**config.mk**
```make
export PLATFORM = sky130hd
export DESIGN_NAME = blte_merge
export DESIGN_NICKNAME = d
export VERILOG_FILES = /design/src/rtl/blte_pkg.sv /design/src/rtl/blte_merge.sv
export SDC_FILE = /design/constraint.sdc
export NUM_CORES = 1
export LEC_CHECK = 0
export ABC_AREA = 1
export BUFFER_PORTS_ARGS = -buffer_cell sky130_fd_sc_hd__buf_2
export CAP_MARGIN = 20
export CORE_ASPECT_RATIO = 0.9
export CORE_MARGIN = 2
export CORE_UTILIZATION = 45
export CTS_CLUSTER_SIZE = 30
export DETAILED_ROUTE_END_ITERATION = 7
export PLACE_DENSITY = 0.61
export SLEW_MARGIN = 20
export SYNTH_ARGS = -nofsm -noshare
export SYNTH_HDL_FRONTEND = slang
export SYNTH_SLANG_ARGS = --single-unit
```
**constraint.sdc**
```tcl
create_clock -name clk -period 3.5 [get_ports clk]
set_input_delay 0.7 -clock clk [delete_from_list [all_inputs] [get_ports clk]]
set_output_delay 0.7 -clock clk [all_outputs]
set_load 0.02 [all_outputs]
```
**src/rtl/blte_pkg.sv**
```systemverilog
// Shared types and constants for the bilinear lookup tree evaluator.
package blte_pkg;
  localparam int Dim        = 4;
  localparam int MaxRes     = 16;
  localparam int FracBits   = 12;
  localparam int TreeWidth  = (Dim <= 2) ? 2 : ((Dim <= 4) ? 4 : 8);
  localparam int NumUnits   = TreeWidth - 1;
  localparam int NumLayers  = $clog2(TreeWidth);
  localparam int UnitWords  = MaxRes * MaxRes;
  localparam int TableWords = NumUnits * UnitWords;
  localparam int ResBits    = $clog2(MaxRes);
  localparam int AddrBits   = 2 * ResBits;
  localparam int IdxBits    = 11;
  localparam int NumIn      = 8;

  localparam logic OP_WRITE = 1'b0;
  localparam logic OP_EVAL  = 1'b1;

  typedef logic signed [15:0] val_t;

  // one table write, broadcast to every lane
  typedef struct packed {
    logic                en;
    logic [IdxBits-1:0]  idx;
    val_t                data;
  } wr_t;

  // per-stage item tag; the write rides along so each layer applies it in order
  typedef struct packed {
    logic vld;
    logic eval;
    logic sat;
    wr_t  wr;
  } tag_t;
endpackage

```
**src/rtl/blte_merge.sv**
```systemverilog
// Merge stage: carries item tags and saturation flags through the unit pipeline.
module blte_merge
  import blte_pkg::*;
(
  input  logic clk,
  input  logic rst,
  input  logic en,
  input  tag_t tag_in,
  input  logic sat_in,
  output tag_t tag_out
);
  localparam int Depth = 4;
  tag_t pipe [Depth];
  always_ff @(posedge clk) begin
    if (rst) begin
      for (int i = 0; i < Depth; i++) pipe[i] <= '0;
    end else if (en) begin
      pipe[0] <= tag_in;
      for (int i = 1; i < Depth; i++) pipe[i] <= pipe[i-1];
    end
  end
  always_comb begin
    tag_out = pipe[Depth-1];
    tag_out.sat = pipe[Depth-1].sat | (pipe[Depth-1].eval & sat_in);
  end
endmodule

```
==> out/metrics.cfg <==
[detailed_routing]
route.detailed.vias_per_inst = 3.81
detail_route.wl_per_cell_um = 9.62
wirelength_um = 6170
detail_route.first_pass.iterations = 4
vias = 2448
ant_nets = 0
detailedRoute.firstIterationViolations = 136
post-route-drc-count = 0

[logic_synthesis]
ys_types = 11
yosys_most_used_dff = edfxtp_1
synth_most_common_cell = inv_1
synth_enable_flop_cells = 124
synthesized_nets = 456
ys_ff_latch = 124
seq_area_frac_synth = 0.674
yosysTopAreaCellShare = 0.674
yosys-top-cells-area = edfxtp_1, nor2_4, inv_1
postSynthCellCount = 421
mappedNetlistArea_um2 = 5520
area_leader_netlist = edfxtp_1
synth-async-reset-ratio = 0
synth.top_cells.by_count = inv_1, edfxtp_1, nor2_1
postSynthAreaPerCell_um2 = 13.1
synthesis.yosys.warnings = 0

[global_route]
grt_pass1_vias = 2472
grt_start_max_net_pins = 66
antenna_found_initial = 0
wire_length_of_the_first_global_routing_pass_um = 11000
globalRouteTotalUtil = 0.109
grt-ovfl-total = 0

[pwr]
power.density_nw_per_um2 = 579
max-vdd-ir-drop_mv = 0.313
netSwitchingPower_w = 0.000737
p_leak_nw = 2.63
cell_internal_pwr_w = 0.00291
power.switching_fraction = 0.202
fraction_of_power_consumed_by_combinational_cells = 0.065
post-layout-total-power_w = 0.00365
power.share.clock = 0.452
sequentialPowerShare = 0.483

[cts]
clock_insertion_delay_worst_skew_ns = 0.40
tritoncts = yes
number_of_buffers_inserted_during_clock_tree_synthesis = 17
clock_slew_at_the_register_clock_pins_of_the_worst_setup_and_hold_paths_ns = 0.05
clock-root-buffer = clkbuf_16
h-tree-depth = 4
number_of_clock_sinks = 124
buffers_from_clock_root_to_sink_at_most = 2
postCtsSetupBuffers = 0
resize_count_post_cts = 0
number_of_buffers_inserted_by_hold_repair_at_cts = 0

[cells_and_area]
area_growth_pct = 14.1
nets = 504
largest_register = pipe
fillers = 1036
multi_input_comb_area_um2 = 952
diodes_inserted = 0
largest_registers = pipe (124)
fraction_of_layout_cells_with_a_size_suffix_above_1 = 0.326
seqCellArea_um2 = 3720
largest_reg_flops = 124

[worst_hold_path]
timing.hold.worst.class = flip-flop to flip-flop
hold_path_startpoint = pipe[0][30]$_SDFFCE_PN0P_

[floorplanning]
die_y_um = 109
die-area_um2 = 13200
io_pins = 66
core_area_um2 = 12000
initial_core_util = 0.459
placement_rows = 38
fp.dieW_um = 121

[critical_path]
crit_type = input pin to flip-flop
cp-end-kind = flip-flop
path_max_fanout = 65
cp_data_arrival_time_ns = 1.90
setup.worst_path.start = rst
reg2reg_launch_point = pipe[0][16]$_SDFFCE_PN0P_
timing.critical_path.from_type = input pin
worst-endpoint-required_ns = 3.65

[timing]
report.final.setup_viol = 0
totalNegativeSetupSlack_ns = 0
hold_viol = 0
finClkSkew_ns = 0.00505
grt_setup_unrepaired = false
finalCritPeriodShare = 0.501
max-slew-margin-rel = 0.544
worst_max_slew_pin_slew_ns = 0.684
final.min_clock_period_ns = 1.75
report.final.slew_viol_count = 0
max_clock_freq_mhz = 570

[job]
drv.max_cap_violation_count = 0

[placed_design]
gp_routability_congestion = 0.650
buffer_ports.inserted = 65
dp_hpwl_um = 3890

[outcome]
run_status = finished clean

-- final cells by class --
| type | count | area share |
|---|---|---|
| Clock buffer | 20 | 0.0693 |
| Clock inverter | 12 | 0.0202 |
| Inverter | 126 | 0.0750 |
| Multi-Input combinational cell | 128 | 0.151 |
| Sequential cell | 124 | 0.591 |
| Tap cell | 160 | 0.0318 |
| Timing Repair Buffer | 72 | 0.0619 |
-- placed cells by master, fill, tap and decap left out --
master / instances
clkbuf_1: 3
edfxtp_1: 124
buf_4: 6
clkinv_2: 3
buf_2: 65
buf_12: 1
nand2_8: 1
bufinv_16: 3
nand2_1: 2
clkbuf_16: 17
inv_1: 126
nor2_1: 64
clkinv_1: 6
nor2_4: 60
or2_4: 1
-- per-stage QoR --
| stage | utilization | hold WS (ns) | setup WS [ns] | cell area [um^2] | cells |
|---|---|---|---|---|---|
| after floorplan | - | 0.519 | 0.834 | 5520 | 421 |
| after global placement | 0.477 | 0.522 | 1.35 | 5740 | 610 |
| after detailed placement | 0.477 | 0.531 | 1.32 | 5740 | 610 |
| after CTS | 0.524 | 0.543 | 1.73 | 6300 | 642 |
| after global routing | 0.524 | 0.558 | 1.67 | 6300 | 642 |
| final | 0.524 | 0.538 | 1.75 | 6300 | 642 |
-- power groups by stage --
stage / Combinational [W] / Sequential, W / Clock (W)
after global routing: 0.000263 / 0.00177 / 0.00175
after global placement: 0.000236 / 0.00179 / 0
final: 0.000236 / 0.00176 / 0.00165
after detailed placement: 0.000240 / 0.00179 / 0
after floorplan: 0.000214 / 0.00179 / 0
after CTS: 0.000242 / 0.00176 / 0.00170
-- critical path: stages --
cell and delay [ns]:
buf_2 0.08, inv_1 0.08, nand2_8 0.50, buf_4 0.44
nor2_4 0.04
-- cells by family after synthesis --
| kind of cell | share of synthesized area |
|---|---|
| buffers and inverters | 0.156 |
| flip-flops | 0.674 |
| AND/OR/NAND/NOR | 0.170 |
-- final timing paths --
path / endpoint / slack (ns) / depth (start not counted)
setup / recovery: pipe[0][7]$_SDFFCE_PN0P_ / 1.75 / 5
hold reg to reg: pipe[1][30]$_SDFFCE_PN0P_ / 0.54 / 2
setup reg to reg: pipe[1][16]$_SDFFCE_PN0P_ / 2.73 / 2
hold / removal: pipe[1][30]$_SDFFCE_PN0P_ / 0.54 / 2
-- layer usage --
| metal | track usage | wire length (um) |
|---|---|---|
| met4 | 0.0598 | 123 |
| met1 | 0.142 | 3050 |
| met5 | 0 | 0 |
| met2 | 0.153 | 2660 |
| met3 | 0.0455 | 339 |
Note: power is estimated with default switching activity, not from simulation.
